==> src/hw/rtl/brd_pkg.sv <==
// shared types and constants for the byte-run decoder
package brd_pkg;

   localparam int COUNT_BITS = 32;
   localparam int DATA_BITS = 8;
   localparam int DIM_BITS = 16;
   localparam int PLANE_BITS = 6;
   localparam int WORD_BITS = DIM_BITS - 3;
   localparam int PROD_BITS = WORD_BITS + DIM_BITS;
   localparam int LIMIT_BITS = PROD_BITS + PLANE_BITS + 1;
   localparam int REM_BITS = 8;
   localparam int CSR_INDEX_BITS = 2;
   localparam int CSR_DATA_BITS = DIM_BITS;

   localparam logic [DATA_BITS-1:0] BAD_HEADER = 8'h80;
   localparam logic [DATA_BITS:0] REPEAT_BASE = 9'd257;

   localparam logic RESET_MODE = 1'b1;
   localparam logic [DIM_BITS-1:0] RESET_WIDTH = 16'd320;
   localparam logic [DIM_BITS-1:0] RESET_HEIGHT = 16'd200;
   localparam logic [PLANE_BITS-1:0] RESET_PLANES = 6'd5;

   typedef enum logic [CSR_INDEX_BITS-1:0] {
      CSR_COMPRESS_MODE = 2'd0,
      CSR_IMAGE_WIDTH   = 2'd1,
      CSR_IMAGE_HEIGHT  = 2'd2,
      CSR_PLANE_COUNT   = 2'd3
   } brd_csr_type;

   typedef enum logic [1:0] {
      ST_OK         = 2'd0,
      ST_BAD_HEADER = 2'd1,
      ST_OVERFLOW   = 2'd2,
      ST_OPEN_RUN   = 2'd3
   } brd_status_type;

   typedef struct packed {
      logic                  mode;
      logic                  busy;
      logic [LIMIT_BITS-1:0] limit;
   } brd_cfg_type;

   typedef struct packed {
      logic step;
      logic clear;
   } brd_keep_ctl_type;

endpackage

==> src/hw/rtl/brd_ifs.sv <==
// valid/ready channel interfaces for body words and decoded result words
interface brd_req_if;
   logic                           valid;
   logic                           ready;
   logic [brd_pkg::DATA_BITS-1:0]  body_byte;
   logic                           end_of_body;

   modport source(output valid, body_byte, end_of_body, input ready);
   modport sink(input valid, body_byte, end_of_body, output ready);
endinterface

interface brd_rsp_if;
   logic                           valid;
   logic                           ready;
   logic [brd_pkg::DATA_BITS-1:0]  first_byte;
   logic [brd_pkg::DATA_BITS-1:0]  second_byte;
   logic [1:0]                     byte_count;
   logic                           run_last;
   logic [1:0]                     status;

   modport source(output valid, first_byte, second_byte, byte_count, run_last, status,
                  input ready);
   modport sink(input valid, first_byte, second_byte, byte_count, run_last, status,
                output ready);
endinterface

==> src/hw/rtl/brd_config.sv <==
// configuration registers and two-stage output size limit pipeline
module brd_config (
   input  logic                                clock,
   input  logic                                reset,
   input  logic                                csr_wr_en,
   input  logic [brd_pkg::CSR_INDEX_BITS-1:0]  csr_index,
   input  logic [brd_pkg::CSR_DATA_BITS-1:0]   csr_wr_data,
   output brd_pkg::brd_cfg_type                cfg
);

   logic                            mode_ff, mode_in;
   logic [brd_pkg::DIM_BITS-1:0]    width_ff, width_in;
   logic [brd_pkg::DIM_BITS-1:0]    height_ff, height_in;
   logic [brd_pkg::PLANE_BITS-1:0]  planes_ff, planes_in;
   logic [1:0]                      pend_ff, pend_in;
   logic [brd_pkg::WORD_BITS-1:0]   words;
   logic [brd_pkg::PROD_BITS-1:0]   prod_ff, prod_in;
   logic [brd_pkg::LIMIT_BITS-1:0]  limit_ff, limit_in;

   always_comb begin
      mode_in = mode_ff;
      width_in = width_ff;
      height_in = height_ff;
      planes_in = planes_ff;
      pend_in = (pend_ff != 2'd0) ? 2'(pend_ff - 2'd1) : pend_ff;
      if (csr_wr_en) begin
         pend_in = 2'd2;
         unique case (csr_index)
            brd_pkg::CSR_COMPRESS_MODE: mode_in = csr_wr_data[0];
            brd_pkg::CSR_IMAGE_WIDTH:   width_in = csr_wr_data;
            brd_pkg::CSR_IMAGE_HEIGHT:  height_in = csr_wr_data;
            brd_pkg::CSR_PLANE_COUNT:   planes_in = csr_wr_data[brd_pkg::PLANE_BITS-1:0];
         endcase
      end
   end

   // 16-pixel words per row, then rows, then planes, two bytes per word
   assign words = brd_pkg::WORD_BITS'(
      ({1'b0, width_ff} + (brd_pkg::DIM_BITS+1)'(15)) >> 4);
   assign prod_in = brd_pkg::PROD_BITS'(words * height_ff);
   assign limit_in = {(brd_pkg::LIMIT_BITS-1)'(prod_ff * planes_ff), 1'b0};

   always_ff @(posedge clock) begin
      if (reset) begin
         mode_ff <= brd_pkg::RESET_MODE;
         width_ff <= brd_pkg::RESET_WIDTH;
         height_ff <= brd_pkg::RESET_HEIGHT;
         planes_ff <= brd_pkg::RESET_PLANES;
         pend_ff <= 2'd2;
      end else begin
         mode_ff <= mode_in;
         width_ff <= width_in;
         height_ff <= height_in;
         planes_ff <= planes_in;
         pend_ff <= pend_in;
      end
      prod_ff <= prod_in;
      limit_ff <= limit_in;
   end

   assign cfg.mode = mode_ff;
   assign cfg.busy = (pend_ff != 2'd0) || csr_wr_en;
   assign cfg.limit = limit_ff;

endmodule

==> src/hw/rtl/brd_keep_unit.sv <==
// shared byte counter with limit compare and saturating increment
module brd_keep_unit (
   input  logic                              clock,
   input  logic                              reset,
   input  brd_pkg::brd_keep_ctl_type         ctl,
   input  logic [brd_pkg::LIMIT_BITS-1:0]    limit,
   output logic                              keep
);

   localparam int CMP_BITS = (brd_pkg::COUNT_BITS > brd_pkg::LIMIT_BITS) ?
                             brd_pkg::COUNT_BITS : brd_pkg::LIMIT_BITS;

   logic [brd_pkg::COUNT_BITS-1:0] count_ff, count_in;

   assign keep = CMP_BITS'(count_ff) < CMP_BITS'(limit);

   always_comb begin
      count_in = count_ff;
      if (ctl.clear) begin
         count_in = '0;
      end else if (ctl.step && keep && (count_ff != '1)) begin
         count_in = brd_pkg::COUNT_BITS'(count_ff + 1'b1);
      end
   end

   always_ff @(posedge clock) begin
      if (reset) begin
         count_ff <= '0;
      end else begin
         count_ff <= count_in;
      end
   end

endmodule

==> src/hw/rtl/brd_sequencer.sv <==
// run sequencer: header parse, literal copy, repeat expansion and result register
module brd_sequencer (
   input  logic                            clock,
   input  logic                            reset,
   brd_req_if.sink                         req,
   brd_rsp_if.source                       rsp,
   input  brd_pkg::brd_cfg_type            cfg,
   input  logic                            keep,
   output brd_pkg::brd_keep_ctl_type       keep_ctl
);

   typedef enum logic [2:0] {
      S_IDLE, S_PASS, S_BAD, S_LIT, S_REP1, S_REP2, S_TAIL
   } state_type;

   typedef enum logic [1:0] {
      PH_HEADER  = 2'd0,
      PH_LITERAL = 2'd1,
      PH_REPEAT  = 2'd2
   } phase_type;

   state_type                        state_ff, state_in;
   phase_type                        phase_ff, phase_in;
   logic [brd_pkg::REM_BITS-1:0]     rem_ff, rem_in;
   logic [brd_pkg::DATA_BITS-1:0]    byte_ff, byte_in;
   logic                             end_ff, end_in;
   logic                             got0_ff, got0_in;
   logic                             valid_ff, valid_in;
   logic [brd_pkg::DATA_BITS-1:0]    first_ff, first_in;
   logic [brd_pkg::DATA_BITS-1:0]    second_ff, second_in;
   logic [1:0]                       count_ff, count_in;
   logic                             last_ff, last_in;
   logic [1:0]                       status_ff, status_in;

   logic                             out_free;
   logic                             accept;
   logic [brd_pkg::REM_BITS-1:0]     rem_dec;
   logic                             open_run;
   logic [1:0]                       got;

   assign req.ready = (state_ff == S_IDLE) && !cfg.busy;
   assign accept = req.valid && req.ready;
   assign out_free = !valid_ff || rsp.ready;

   always_comb begin
      state_in = state_ff;
      phase_in = phase_ff;
      rem_in = rem_ff;
      byte_in = byte_ff;
      end_in = end_ff;
      got0_in = got0_ff;
      valid_in = valid_ff && !rsp.ready;
      first_in = first_ff;
      second_in = second_ff;
      count_in = count_ff;
      last_in = last_ff;
      status_in = status_ff;
      keep_ctl = '0;
      rem_dec = '0;
      open_run = 1'b0;
      got = '0;

      unique case (state_ff)
         S_IDLE: begin
            if (accept) begin
               byte_in = req.body_byte;
               end_in = req.end_of_body;
               if (!cfg.mode) begin
                  state_in = S_PASS;
               end else begin
                  unique case (phase_ff)
                     PH_LITERAL: state_in = S_LIT;
                     PH_REPEAT:  state_in = S_REP1;
                     default: begin
                        if (req.body_byte == brd_pkg::BAD_HEADER) begin
                           state_in = S_BAD;
                        end else begin
                           if (!req.body_byte[brd_pkg::DATA_BITS-1]) begin
                              phase_in = PH_LITERAL;
                              rem_in = brd_pkg::REM_BITS'(req.body_byte + 1'b1);
                           end else begin
                              phase_in = PH_REPEAT;
                              rem_in = brd_pkg::REM_BITS'(
                                 brd_pkg::REPEAT_BASE - {1'b0, req.body_byte});
                           end
                           if (req.end_of_body) begin
                              state_in = S_TAIL;
                           end
                        end
                     end
                  endcase
               end
            end
         end
         S_PASS: begin
            if (out_free) begin
               valid_in = 1'b1;
               first_in = byte_ff;
               second_in = '0;
               count_in = 2'd1;
               last_in = 1'b1;
               status_in = brd_pkg::ST_OK;
               if (end_ff) begin
                  phase_in = PH_HEADER;
                  rem_in = '0;
                  keep_ctl.clear = 1'b1;
               end
               state_in = S_IDLE;
            end
         end
         S_BAD: begin
            if (out_free) begin
               valid_in = 1'b1;
               first_in = '0;
               second_in = '0;
               count_in = 2'd0;
               last_in = 1'b1;
               status_in = brd_pkg::ST_BAD_HEADER;
               if (end_ff) begin
                  keep_ctl.clear = 1'b1;
               end
               state_in = S_IDLE;
            end
         end
         S_LIT: begin
            if (out_free) begin
               keep_ctl.step = 1'b1;
               rem_dec = brd_pkg::REM_BITS'(rem_ff - 1'b1);
               open_run = rem_dec != '0;
               valid_in = 1'b1;
               first_in = keep ? byte_ff : '0;
               second_in = '0;
               count_in = {1'b0, keep};
               last_in = !(end_ff && open_run);
               status_in = keep ? brd_pkg::ST_OK : brd_pkg::ST_OVERFLOW;
               rem_in = rem_dec;
               if (!open_run) begin
                  phase_in = PH_HEADER;
               end
               if (end_ff && open_run) begin
                  state_in = S_TAIL;
               end else begin
                  if (end_ff) begin
                     keep_ctl.clear = 1'b1;
                  end
                  state_in = S_IDLE;
               end
            end
         end
         S_REP1: begin
            if (rem_ff[brd_pkg::REM_BITS-1:1] != '0) begin
               keep_ctl.step = 1'b1;
               got0_in = keep;
               state_in = S_REP2;
            end else if (out_free) begin
               keep_ctl.step = 1'b1;
               valid_in = 1'b1;
               first_in = keep ? byte_ff : '0;
               second_in = '0;
               count_in = {1'b0, keep};
               last_in = 1'b1;
               status_in = keep ? brd_pkg::ST_OK : brd_pkg::ST_OVERFLOW;
               phase_in = PH_HEADER;
               rem_in = '0;
               if (end_ff) begin
                  keep_ctl.clear = 1'b1;
               end
               state_in = S_IDLE;
            end
         end
         S_REP2: begin
            if (out_free) begin
               keep_ctl.step = 1'b1;
               got = {1'b0, got0_ff} + {1'b0, keep};
               rem_dec = brd_pkg::REM_BITS'(rem_ff - 2'd2);
               valid_in = 1'b1;
               first_in = (got != 2'd0) ? byte_ff : '0;
               second_in = (got == 2'd2) ? byte_ff : '0;
               count_in = got;
               last_in = rem_dec == '0;
               status_in = (got == 2'd2) ? brd_pkg::ST_OK : brd_pkg::ST_OVERFLOW;
               rem_in = rem_dec;
               if (rem_dec == '0) begin
                  phase_in = PH_HEADER;
                  if (end_ff) begin
                     keep_ctl.clear = 1'b1;
                  end
                  state_in = S_IDLE;
               end else begin
                  state_in = S_REP1;
               end
            end
         end
         S_TAIL: begin
            if (out_free) begin
               valid_in = 1'b1;
               first_in = '0;
               second_in = '0;
               count_in = 2'd0;
               last_in = 1'b1;
               status_in = brd_pkg::ST_OPEN_RUN;
               phase_in = PH_HEADER;
               rem_in = '0;
               keep_ctl.clear = 1'b1;
               state_in = S_IDLE;
            end
         end
         default: state_in = S_IDLE;
      endcase
   end

   always_ff @(posedge clock) begin
      if (reset) begin
         state_ff <= S_IDLE;
         phase_ff <= PH_HEADER;
         rem_ff <= '0;
         valid_ff <= 1'b0;
      end else begin
         state_ff <= state_in;
         phase_ff <= phase_in;
         rem_ff <= rem_in;
         valid_ff <= valid_in;
      end
      byte_ff <= byte_in;
      end_ff <= end_in;
      got0_ff <= got0_in;
      first_ff <= first_in;
      second_ff <= second_in;
      count_ff <= count_in;
      last_ff <= last_in;
      status_ff <= status_in;
   end

   assign rsp.valid = valid_ff;
   assign rsp.first_byte = first_ff;
   assign rsp.second_byte = second_ff;
   assign rsp.byte_count = count_ff;
   assign rsp.run_last = last_ff;
   assign rsp.status = status_ff;

endmodule

==> src/hw/rtl/byterun_rle_decoder.sv <==
// top level of the byte-run (packbits) image body decoder
// Body bytes enter on req one word at a time; decoded bytes leave on rsp in
// words of up to two bytes, with a status code per word. A run header that
// opens a literal or repeat run makes no result. A literal byte, a pass-mode
// byte, a bad header or a run header that ends the body each make one result
// word; a literal byte that ends the body with its run still open makes a
// second word with the open-run status. A repeat byte of an n-long run is
// expanded by a single shared counter-and-limit-compare unit that decides
// whether each byte is kept, one byte per cycle while rsp takes results; it
// yields ceil(n/2) result words. While rsp holds back a full result register
// and a new result is due, the decoder stalls. After any csr write, req is
// held not ready while the output size limit is recomputed through a
// two-stage multiply pipeline; the same wait follows reset.
module byterun_rle_decoder (
   input  logic                                clock,
   input  logic                                reset,
   brd_req_if.sink                             req,
   brd_rsp_if.source                           rsp,
   input  logic                                csr_wr_en,
   input  logic [brd_pkg::CSR_INDEX_BITS-1:0]  csr_index,
   input  logic [brd_pkg::CSR_DATA_BITS-1:0]   csr_wr_data
);

   brd_pkg::brd_cfg_type       cfg;
   brd_pkg::brd_keep_ctl_type  keep_ctl;
   logic                       keep;

   brd_config u_config (
      .clock       (clock),
      .reset       (reset),
      .csr_wr_en   (csr_wr_en),
      .csr_index   (csr_index),
      .csr_wr_data (csr_wr_data),
      .cfg         (cfg)
   );

   brd_keep_unit u_keep (
      .clock (clock),
      .reset (reset),
      .ctl   (keep_ctl),
      .limit (cfg.limit),
      .keep  (keep)
   );

   brd_sequencer u_seq (
      .clock    (clock),
      .reset    (reset),
      .req      (req),
      .rsp      (rsp),
      .cfg      (cfg),
      .keep     (keep),
      .keep_ctl (keep_ctl)
   );

endmodule
==> src/flat_wrapper.sv <==
// flat-port wrapper written by rule: the top's interface ports become plain ports
module byterun_rle_decoder_flat 
  (clock, reset, csr_wr_en, csr_index, csr_wr_data, req_valid, req_body_byte, req_end_of_body, req_ready, rsp_valid, rsp_first_byte, rsp_second_byte, rsp_byte_count, rsp_run_last, rsp_status, rsp_ready);
  brd_req_if req_i ();
  brd_rsp_if rsp_i ();
  input  logic clock;
  input  logic reset;
  input  logic csr_wr_en;
  input  logic [brd_pkg::CSR_INDEX_BITS-1:0] csr_index;
  input  logic [brd_pkg::CSR_DATA_BITS-1:0] csr_wr_data;
  input wire logic [$bits(req_i.valid)-1:0] req_valid;
  input wire logic [$bits(req_i.body_byte)-1:0] req_body_byte;
  input wire logic [$bits(req_i.end_of_body)-1:0] req_end_of_body;
  output wire logic [$bits(req_i.ready)-1:0] req_ready;
  output wire logic [$bits(rsp_i.valid)-1:0] rsp_valid;
  output wire logic [$bits(rsp_i.first_byte)-1:0] rsp_first_byte;
  output wire logic [$bits(rsp_i.second_byte)-1:0] rsp_second_byte;
  output wire logic [$bits(rsp_i.byte_count)-1:0] rsp_byte_count;
  output wire logic [$bits(rsp_i.run_last)-1:0] rsp_run_last;
  output wire logic [$bits(rsp_i.status)-1:0] rsp_status;
  input wire logic [$bits(rsp_i.ready)-1:0] rsp_ready;
  assign req_i.valid = req_valid;
  assign req_i.body_byte = req_body_byte;
  assign req_i.end_of_body = req_end_of_body;
  assign req_ready = req_i.ready;
  assign rsp_valid = rsp_i.valid;
  assign rsp_first_byte = rsp_i.first_byte;
  assign rsp_second_byte = rsp_i.second_byte;
  assign rsp_byte_count = rsp_i.byte_count;
  assign rsp_run_last = rsp_i.run_last;
  assign rsp_status = rsp_i.status;
  assign rsp_i.ready = rsp_ready;
  byterun_rle_decoder u_core (.clock(clock), .reset(reset), .req(req_i), .rsp(rsp_i), .csr_wr_en(csr_wr_en), .csr_index(csr_index), .csr_wr_data(csr_wr_data));
endmodule
==> config.mk <==
export PLATFORM = sky130hd
export DESIGN_NAME = byterun_rle_decoder_flat
export DESIGN_NICKNAME = d
export VERILOG_FILES = /design/src/hw/rtl/brd_pkg.sv /design/src/hw/rtl/brd_ifs.sv /design/src/hw/rtl/brd_config.sv /design/src/hw/rtl/brd_keep_unit.sv /design/src/hw/rtl/brd_sequencer.sv /design/src/hw/rtl/byterun_rle_decoder.sv /design/src/flat_wrapper.sv
export SDC_FILE = /design/constraint.sdc
export NUM_CORES = 1
export LEC_CHECK = 0
export ABC_CLOCK_PERIOD_IN_PS = 9350
export BUFFER_PORTS_ARGS = -buffer_cell sky130_fd_sc_hd__buf_2
export CAP_MARGIN = 20
export CORE_MARGIN = 2
export CORE_UTILIZATION = 30
export CTS_CLUSTER_SIZE = 8
export DETAILED_ROUTE_END_ITERATION = 8
export GPL_TIMING_DRIVEN = 0
export PLACE_DENSITY_LB_ADDON = 0.15
export SETUP_SLACK_MARGIN = 0.05
export SYNTH_ARGS = -nofsm -noshare
export SYNTH_HDL_FRONTEND = slang
export SYNTH_SLANG_ARGS = --single-unit
==> constraint.sdc <==
create_clock -name clock -period 9.35 [get_ports clock]
set_input_delay 0.935 -clock clock [delete_from_list [all_inputs] [get_ports clock]]
set_output_delay 0.935 -clock clock [all_outputs]
set_load 0.005 [all_outputs]
==> results of run 1 <==
## metal layers
layer,vias to the layer above,routed length [um],share of wire,global-route usage
li1,7567,-,-,-
met1,7663,25200,0.47,0.211
met2,231,25600,0.48,0.271
met3,54,1420,0.027,0.0207
met4,0,1100,0.021,0.0465
met5,-,0,0,0
## logic make-up (layout without fill, tap and decap cells)
family / Yosys count / count (layout) / share of synthesized area
buffers and inverters: 515 / 601 / 0.0968
AND/OR/NAND/NOR: 811 / 811 / 0.207
AO/OA/AOI/OAI: 323 / 323 / 0.0998
XOR/XNOR: 83 / 83 / 0.0358
adder cells (fa/ha/maj): 426 / 426 / 0.360
flip-flops: 182 / 182 / 0.195
multiplexers: 13 / 13 / 0.00641
## through the flow
step            util  instance area, sq um  std cells
2_1_floorplan      -                 20300       2353
3_3_place_gp   0.323                 21700       3280
3_5_place_dp   0.323                 21700       3280
4_1_cts        0.332                 22300       3312
5_1_grt        0.332                 22300       3312
6_report       0.332                 22300       3312
## cells in the mapped netlist (all sizes together) (4+ instances only)
| master | n | area (sq um) |
|---|---|---|
| a2111oi | 4 | 35.0 |
| nand3 | 30 | 155 |
| edfxtp | 31 | 931 |
| nor3 | 22 | 120 |
| fa | 263 | 5270 |
| xor2 | 29 | 254 |
| or4 | 11 | 82.6 |
| o22ai | 4 | 25.0 |
| ha | 163 | 2040 |
| o21a | 10 | 82.6 |
| a21oi | 128 | 641 |
| nor3b | 5 | 37.5 |
| nand3b | 7 | 52.6 |
| and2 | 271 | 1700 |
| dfxtp | 151 | 3020 |
| a21o | 19 | 143 |
| xnor2 | 54 | 473 |
| clkbuf | 79 | 297 |
| and4 | 6 | 52.6 |
| nand4 | 9 | 56.3 |
| or2 | 6 | 40.0 |
| o21ai | 68 | 344 |
| buf | 8 | 61.3 |
| o211ai | 8 | 65.1 |
| a31oi | 6 | 37.5 |
| inv | 428 | 1610 |
| nor2 | 95 | 364 |
| a41oi | 4 | 42.6 |
| nor2b | 18 | 113 |
| nor4 | 4 | 25.0 |
| a211o | 6 | 52.6 |
| o21bai | 7 | 52.6 |
| or3 | 17 | 106 |
| nand2b | 19 | 119 |
| o2111ai | 5 | 50.0 |
| and3 | 21 | 136 |
| nand2 | 266 | 1010 |
| o31ai | 12 | 90.1 |
| mux2i | 13 | 130 |
| a211oi | 13 | 97.6 |
## where the power goes
group	internal (mW)	switching, mW
Sequential	0.886	0.0650
Clock	0.359	0.386
Combinational	0.517	0.751
## worst paths after layout
| path | depth (start not counted) | startpoint | endpoint |
|---|---|---|---|
| hold reg to reg | 2 | u_core.u_config.width_ff[3] | u_core.u_config.width_ff[3] |
| hold / removal | 2 | u_core.u_config.width_ff[3] | u_core.u_config.width_ff[3] |
| setup reg to reg | 27 | u_core.u_config.width_ff[0] | u_core.u_config.prod_ff[28] |
| setup / recovery | 27 | u_core.u_config.width_ff[0] | u_core.u_config.prod_ff[28] |
## registers in the layout (all words and copies together) (netlist names), 3 cells and up
name and flops:
u_core.u_seq.rsp.first_byte 8, u_core.u_seq.rsp.second_byte 8, u_core.u_seq.rem_ff 8, u_core.u_config.prod_ff 29
u_core.u_config.height_ff 16, u_core.u_config.planes_ff 6, u_core.u_keep.count_ff 32, u_core.u_config.width_ff 16
u_core.u_seq.byte_ff 8, u_core.u_config.limit_ff 35, u_core.u_seq.state_ff 3
## worst register-to-register path: stages, from the launching register on
cell	delay, ns
sky130_fd_sc_hd__dfxtp_1	0.32
sky130_fd_sc_hd__or4_1	0.59
sky130_fd_sc_hd__and3_1	0.26
sky130_fd_sc_hd__and3_1	0.23
sky130_fd_sc_hd__and3_1	0.23
sky130_fd_sc_hd__nand3_1	0.12
sky130_fd_sc_hd__nor2_1	0.08
sky130_fd_sc_hd__xor2_1	0.69
sky130_fd_sc_hd__clkbuf_1	0.48
sky130_fd_sc_hd__nand2_1	0.16
sky130_fd_sc_hd__fa_1	0.56
sky130_fd_sc_hd__inv_1	0.05
sky130_fd_sc_hd__fa_1	0.50
sky130_fd_sc_hd__fa_1	0.53
sky130_fd_sc_hd__fa_1	0.55
sky130_fd_sc_hd__inv_1	0.05
sky130_fd_sc_hd__fa_1	0.53
sky130_fd_sc_hd__inv_1	0.04
sky130_fd_sc_hd__ha_1	0.36
sky130_fd_sc_hd__a211oi_1	0.33
sky130_fd_sc_hd__nand2_1	0.09
sky130_fd_sc_hd__o31ai_1	0.47
sky130_fd_sc_hd__or3_1	0.21
sky130_fd_sc_hd__a31oi_1	0.21
sky130_fd_sc_hd__o41ai_2	0.49
sky130_fd_sc_hd__o21ai_0	0.19
sky130_fd_sc_hd__a21oi_1	0.20
sky130_fd_sc_hd__xnor2_1	0.15
## final cells by class
cell class | count | area share
sequential | 182 | 0.178
tap | 873 | 0.0491
inverter | 428 | 0.0722
clock inverter | 15 | 0.00720
multi-input combinational | 1656 | 0.647
buffer | 87 | 0.0161
timing repair buffer | 54 | 0.0121
clock buffer | 17 | 0.0191
==> out/qor.log, run 1 <==
qor: global_routing.antenna_found_initial 0
qor: clocking.root_buffer_selected_by_cts sky130_fd_sc_hd__clkbuf_16
qor: clocking.cts_buffer_count 17
qor: clocking.clkLatencyLatePin 0.50 ns
qor: critical_path.critical_path.top_delay_family adder cells
qor: finish.multi_input_comb_area 14400 sq um
qor: finish.final_common_cell sky130_fd_sc_hd__inv_1
qor: critical_path.critPathMostFrequentCell sky130_fd_sc_hd__fa_1
qor: timing.final_max_slew_viol_count 0
qor: timing.hold_violations 0
qor: timing.max_clock_freq 114 MHz
qor: floorplanning.core-area 67000 sq um
qor: placed_design.port_buffers 54
qor: clocking.post_cts_setup_buffers 0
qor: yosys.synth-warning-count 0
qor: critical_path.crit_path_max_fanout 10
qor: critical_path.timing.critical_path.slowest_cell_delay 0.69 ns
qor: yosys.synthesis.nets 2811
qor: floorplanning.floorplan.die.height 264 um
qor: outcome.run_status finished clean
qor: clocking.cts.sink_count 182
qor: yosys.yosysUniqueCellTypes 76
qor: timing.finalCritPeriodShare 0.935
qor: routing.post_dr_wirelength_cell 16.1 um
qor: clocking.clk_transition_reported_paths 0.08 ns
qor: timing.worst_hold_slack_across_all_endpoints 0.455 ns
qor: timing.worst_clk_skew 0.0176 ns
qor: floorplanning.io_pins 55
qor: yosys.ys_async_sr_fraction 0
qor: finish.areaGrowthSynthToFinish 9.63%
qor: critical_path.path_class flip-flop to flip-flop
qor: finish.insertedDiodeCount 0
qor: clocking.cts_max_level 4
qor: routing.route.antenna.remaining_nets 0
qor: yosys.synth_ff_type sky130_fd_sc_hd__dfxtp_1
qor: yosys.postSynthAreaPerCell 8.63 sq um
qor: global_routing.grt_pass1_wl 87900 um
qor: clocking.tritoncts yes
qor: timing.max_slew_margin 0.304
qor: finish.nets_final 2884
qor: routing.num_vias 15.5k
qor: routing.drt_iter0_markers 734
qor: pwr.p_leak 10.2 nW
qor: routing.vias_per_cell 4.68
qor: timing.timing.final.ws_setup 0.607 ns
qor: finish.drive_gt1_frac 0.0463
qor: global_routing.grt_start_max_net_pins 21
qor: placed_design.detailedPlacementHpwl 44700 um
qor: finish.fillers 7203
qor: floorplanning.floorplan.initialDensity 0.303
qor: job.maxCapViolCount 0
qor: global_routing.grtUsageTotal 0.159
qor: routing.first_pass_iters 5
qor: yosys.synth_edf_count 31
qor: timing.unrepaired_setup_endpoints_after_global_routing no
qor: clocking.ctsLongestPathBuffers 2
qor: floorplanning.fp.dieArea 69800 sq um
qor: clocking.postCtsResizedCells 0
qor: pwr.power 2.96 mW
qor: floorplanning.site_rows 95
qor: pwr.power.ir.vdd_worst 0.0000789 V
qor: routing.postRouteWirelength 53300 um
qor: timing.final.min_clock_period 8.74 ns
qor: yosys.ys_seq_area_frac 0.195
qor: clocking.holdBufCountCts 0
qor: routing.detail_route.drc_violations 0
qor: yosys.register_bit_count_reported_by_yosys 182
qor: finish.most-common-layout-cells sky130_fd_sc_hd__inv_1 (428), sky130_fd_sc_hd__and2_1 (271), sky130_fd_sc_hd__nand2_1 (265)
qor: critical_path.crit_path_end_kind flip-flop
qor: yosys.synth.cell_area 20300 sq um
qor: critical_path.ff2ff_setup_slack 0.61 ns
qor: global_routing.first_global_vias 16.1k
qor: critical_path.timing.critical_path.from_type flip-flop
qor: floorplanning.die_w 264 um
qor: pwr.p_per_area 133 nW/um^2
qor: finish.sequential_cell_area 3950 sq um
qor: placed_design.gp_congestion 0.872
qor: yosys.syn_inst_count 2353
qor: placed_design.post-place-ws 0.327 ns
qor: global_routing.grt.overflow.total 0
qor: critical_path.cp.arrival 9.15 ns
qor: worst_hold_path.hold_class flip-flop to flip-flop
qor: critical_path.cpMaxStageDelayCell sky130_fd_sc_hd__xor2_1
qor: critical_path.critical_path.n_buffers_inverters 4
qor: timing.worst-slew-pin-transition 1.04 ns
qor: timing.setup_viol 0
qor: critical_path.crit_required 9.76 ns
qor: timing.setup_total_neg_slack 0 ns
Note: power is estimated with default switching activity, not from simulation.
==> run 2, diff against run 1 <==
- CORE_UTILIZATION: 30 -> 26
==> out/qor.log, run 2 (synthesized netlist as in run 1, its figures left out) <==
qor: placed_design.detailedPlacementHpwl 45900 um [+2.5%]
qor: global_routing.first_global_vias 16.2k [+0.56%]
qor: placed_design.port_buffers 54 [unchanged]
qor: routing.postRouteWirelength 54700 um [+2.7%]
qor: clocking.post_cts_setup_buffers 0 [unchanged]
qor: global_routing.antenna_found_initial 0 [unchanged]
qor: clocking.clkLatencyLatePin 0.49 ns [about the same]
qor: timing.worst_clk_skew 0.0215 ns [+0.00392 ns]
qor: timing.unrepaired_setup_endpoints_after_global_routing no
qor: clocking.ctsLongestPathBuffers 2 [unchanged]
qor: placed_design.dpl_cell_area 21900 sq um [+1.0%]
qor: routing.vias_per_cell 4.39 [-6.3%]
qor: critical_path.worst_r2r_path_depth 27 [unchanged]
qor: critical_path.timing.critical_path.slowest_cell_delay 0.61 ns [-0.08 ns]
qor: routing.num_vias 15.3k [-1.6%]
qor: timing.max_slew_margin 0.278 [-0.0263]
qor: pwr.power_frac_seq 0.317 [-0.004]
qor: clocking.root_buffer_selected_by_cts sky130_fd_sc_hd__clkbuf_16
qor: routing.route.antenna.remaining_nets 0 [unchanged]
qor: critical_path.crit_cells 27 [unchanged]
qor: finish.largest_register_ffs 35 [unchanged]
qor: timing.max_clock_freq 116 MHz [+1.3%]
qor: clocking.cts_buffer_count 17 [unchanged]
qor: floorplanning.site_rows 102 [+7.4%]
qor: global_routing.grt_pass1_wl 89300 um [+1.5%]
qor: pwr.power_switching_share 0.404 [-0.00165]
qor: finish.insertedDiodeCount 0 [unchanged]
qor: finish.areaGrowthSynthToFinish 10.8%
qor: routing.post_dr_wirelength_cell 15.7 um [-2.2%]
qor: critical_path.crit_path_end_kind flip-flop
qor: timing.final.min_clock_period 8.63 ns [-0.112 ns]
qor: finish.final_cell_count_no_fill 3480 [+5.1%]
qor: finish.drive_gt1_frac 0.0467 [+0.000391]
qor: timing.setup_viol 0 [unchanged]
qor: pwr.intPower 1.79 mW [+1.7%]
qor: floorplanning.core-area 77300 sq um [+15%]
qor: critical_path.critical_path.n_buffers_inverters 4 [unchanged]
qor: pwr.p_per_area 134 nW/um^2 [+0.30%]
qor: critical_path.path_class flip-flop to flip-flop
qor: placed_design.gp_congestion 0.862 [-1.1%]
qor: timing.final_max_slew_viol_count 0 [unchanged]
qor: routing.detail_route.drc_violations 0 [unchanged]
qor: routing.first_pass_iters 7 [+2]
qor: pwr.power.net_switching 1.21 mW [+0.98%]
qor: critical_path.critical_path.top_delay_family adder cells
qor: job.maxCapViolCount 0 [unchanged]
qor: critical_path.critPathMostFrequentCell sky130_fd_sc_hd__fa_1
qor: clocking.cts_max_level 4 [unchanged]
qor: worst_hold_path.hold_class flip-flop to flip-flop
qor: pwr.clock_power_share 0.258 [+0.007]
qor: finish.top_register u_core.u_config.limit_ff
qor: floorplanning.io_pins 55 [unchanged]
qor: finish.regs_by_ff_count u_core.u_config.limit_ff (35), u_core.u_keep.count_ff (32), u_core.u_config.prod_ff (29)
qor: timing.hold_violations 0 [unchanged]
qor: pwr.p_leak 10.2 nW [+0.17%]
qor: timing.setup_total_neg_slack 0 ns [unchanged]
qor: clocking.tritoncts yes
qor: timing.worst-slew-pin-transition 1.07 ns [+0.0358 ns]
qor: floorplanning.floorplan.initialDensity 0.263 [-0.0403]
qor: global_routing.grtUsageTotal 0.140 [-0.0192]
qor: finish.layout.core_utilization 0.291 [-0.0411]
qor: finish.final_common_cell sky130_fd_sc_hd__inv_1
qor: global_routing.grt.overflow.total 0 [unchanged]
qor: critical_path.cp.arrival 9.04 ns [-0.11 ns]
qor: clocking.clk_transition_reported_paths 0.08 ns [about the same]
qor: critical_path.crit_required 9.76 ns [about the same]
qor: pwr.power 3.01 mW [+1.4%]
qor: timing.finalCritPeriodShare 0.923 [-0.0120]
qor: critical_path.cpMaxStageDelayCell sky130_fd_sc_hd__xor2_1
qor: clocking.cts.sink_count 182 [unchanged]
qor: critical_path.timing.critical_path.from_type flip-flop
qor: pwr.power.ir.vdd_worst 0.000134 V [+69%]
qor: worst_hold_path.hold_path_depth 2 [unchanged]
qor: floorplanning.fp.dieArea 80300 sq um [+15%]
qor: routing.drt_iter0_markers 788 [+7.4%]
qor: finish.nets_final 2885 [+0.035%]
qor: floorplanning.die_w 283 um [+7.3%]
qor: outcome.run_status finished clean
qor: global_routing.grt_start_max_net_pins 21 [unchanged]
qor: finish.most-common-layout-cells sky130_fd_sc_hd__inv_1 (428), sky130_fd_sc_hd__and2_1 (271), sky130_fd_sc_hd__nand2_1 (265)
qor: pwr.p_comb_frac 0.425 [-0.003]
qor: critical_path.crit_path_max_fanout 10 [unchanged]
qor: floorplanning.floorplan.die.height 283 um [+7.3%]
qor: finish.postLayoutCellArea 22500 sq um [+1.1%]
qor: placed_design.numPlacedInstances 3448 [+5.1%]
[run 2: area by class of cell]
class                           instances  area [sq um]
Timing Repair Buffer                   55           278
Sequential cell                       182          3950
Clock inverter                         15           186
Buffer                                 87           358
Tap cell                             1040          1300
Clock buffer                           17           425
Multi-Input combinational cell       1656         14400
Inverter                              428          1610
Fill cell                            8442         54800
[run 2: repair_timing]
item	in CTS	in global routing
setup endpoints to repair	0	3
resized for setup	0	1
hold buffers	0	0
[run 2: path summary, 6_finish.rpt]
path                                               endpoint  slack [ns]                   startpoint
worst max-delay path            u_core.u_config.prod_ff[28]        0.72  u_core.u_config.width_ff[0]
worst min-delay path            u_core.u_config.width_ff[1]        0.46  u_core.u_config.width_ff[1]
worst max register to register  u_core.u_config.prod_ff[28]        0.72  u_core.u_config.width_ff[0]
worst min register to register  u_core.u_config.width_ff[1]        0.46  u_core.u_config.width_ff[1]
[run 2: worst register-to-register path: stages (launching register included)]
cell	delay [ns]
sky130_fd_sc_hd__dfxtp_1	0.32
sky130_fd_sc_hd__or4_1	0.60
sky130_fd_sc_hd__and3_1	0.26
sky130_fd_sc_hd__and3_1	0.24
sky130_fd_sc_hd__and3_1	0.24
sky130_fd_sc_hd__nand3_1	0.13
sky130_fd_sc_hd__nor2_1	0.08
sky130_fd_sc_hd__xor2_1	0.61
sky130_fd_sc_hd__clkbuf_1	0.49
sky130_fd_sc_hd__nand2_1	0.16
sky130_fd_sc_hd__fa_1	0.56
sky130_fd_sc_hd__inv_1	0.05
sky130_fd_sc_hd__fa_1	0.49
sky130_fd_sc_hd__fa_1	0.52
sky130_fd_sc_hd__fa_1	0.54
sky130_fd_sc_hd__inv_1	0.05
sky130_fd_sc_hd__fa_1	0.53
sky130_fd_sc_hd__inv_1	0.04
sky130_fd_sc_hd__ha_1	0.36
sky130_fd_sc_hd__a211oi_1	0.32
sky130_fd_sc_hd__nand2_1	0.09
sky130_fd_sc_hd__o31ai_1	0.49
sky130_fd_sc_hd__or3_1	0.21
sky130_fd_sc_hd__a31oi_1	0.21
sky130_fd_sc_hd__o41ai_2	0.48
sky130_fd_sc_hd__o21ai_0	0.18
sky130_fd_sc_hd__a21oi_1	0.19
sky130_fd_sc_hd__xnor2_1	0.14
[run 2: per-stage QoR]
step	setup slack (ns)	hold slack [ns]
floorplan	1.99	0.431
global placement	0.383	0.437
detailed placement	0.393	0.450
global route	0.117	0.471
CTS	0.328	0.461
finish	0.719	0.459
[run 2: routing by layer]
| metal | up-vias | global-route usage | wire [um] |
|---|---|---|---|
| met5 | - | 0 | 0 |
| met4 | 0 | 0.0341 | 807 |
| met3 | 45 | 0.0179 | 1290 |
| met2 | 171 | 0.236 | 26000 |
| met1 | 7479 | 0.190 | 26600 |
| li1 | 7577 | - | - |
[run 2: power groups by stage]
stage	clock, mW	combinational, mW	sequential, mW
detailed placement	0	1.30	0.973
floorplan	0	0.981	0.938
finish	0.776	1.28	0.952
global route	0.832	1.49	0.964
CTS	0.807	1.31	0.954
global placement	0	1.29	0.972
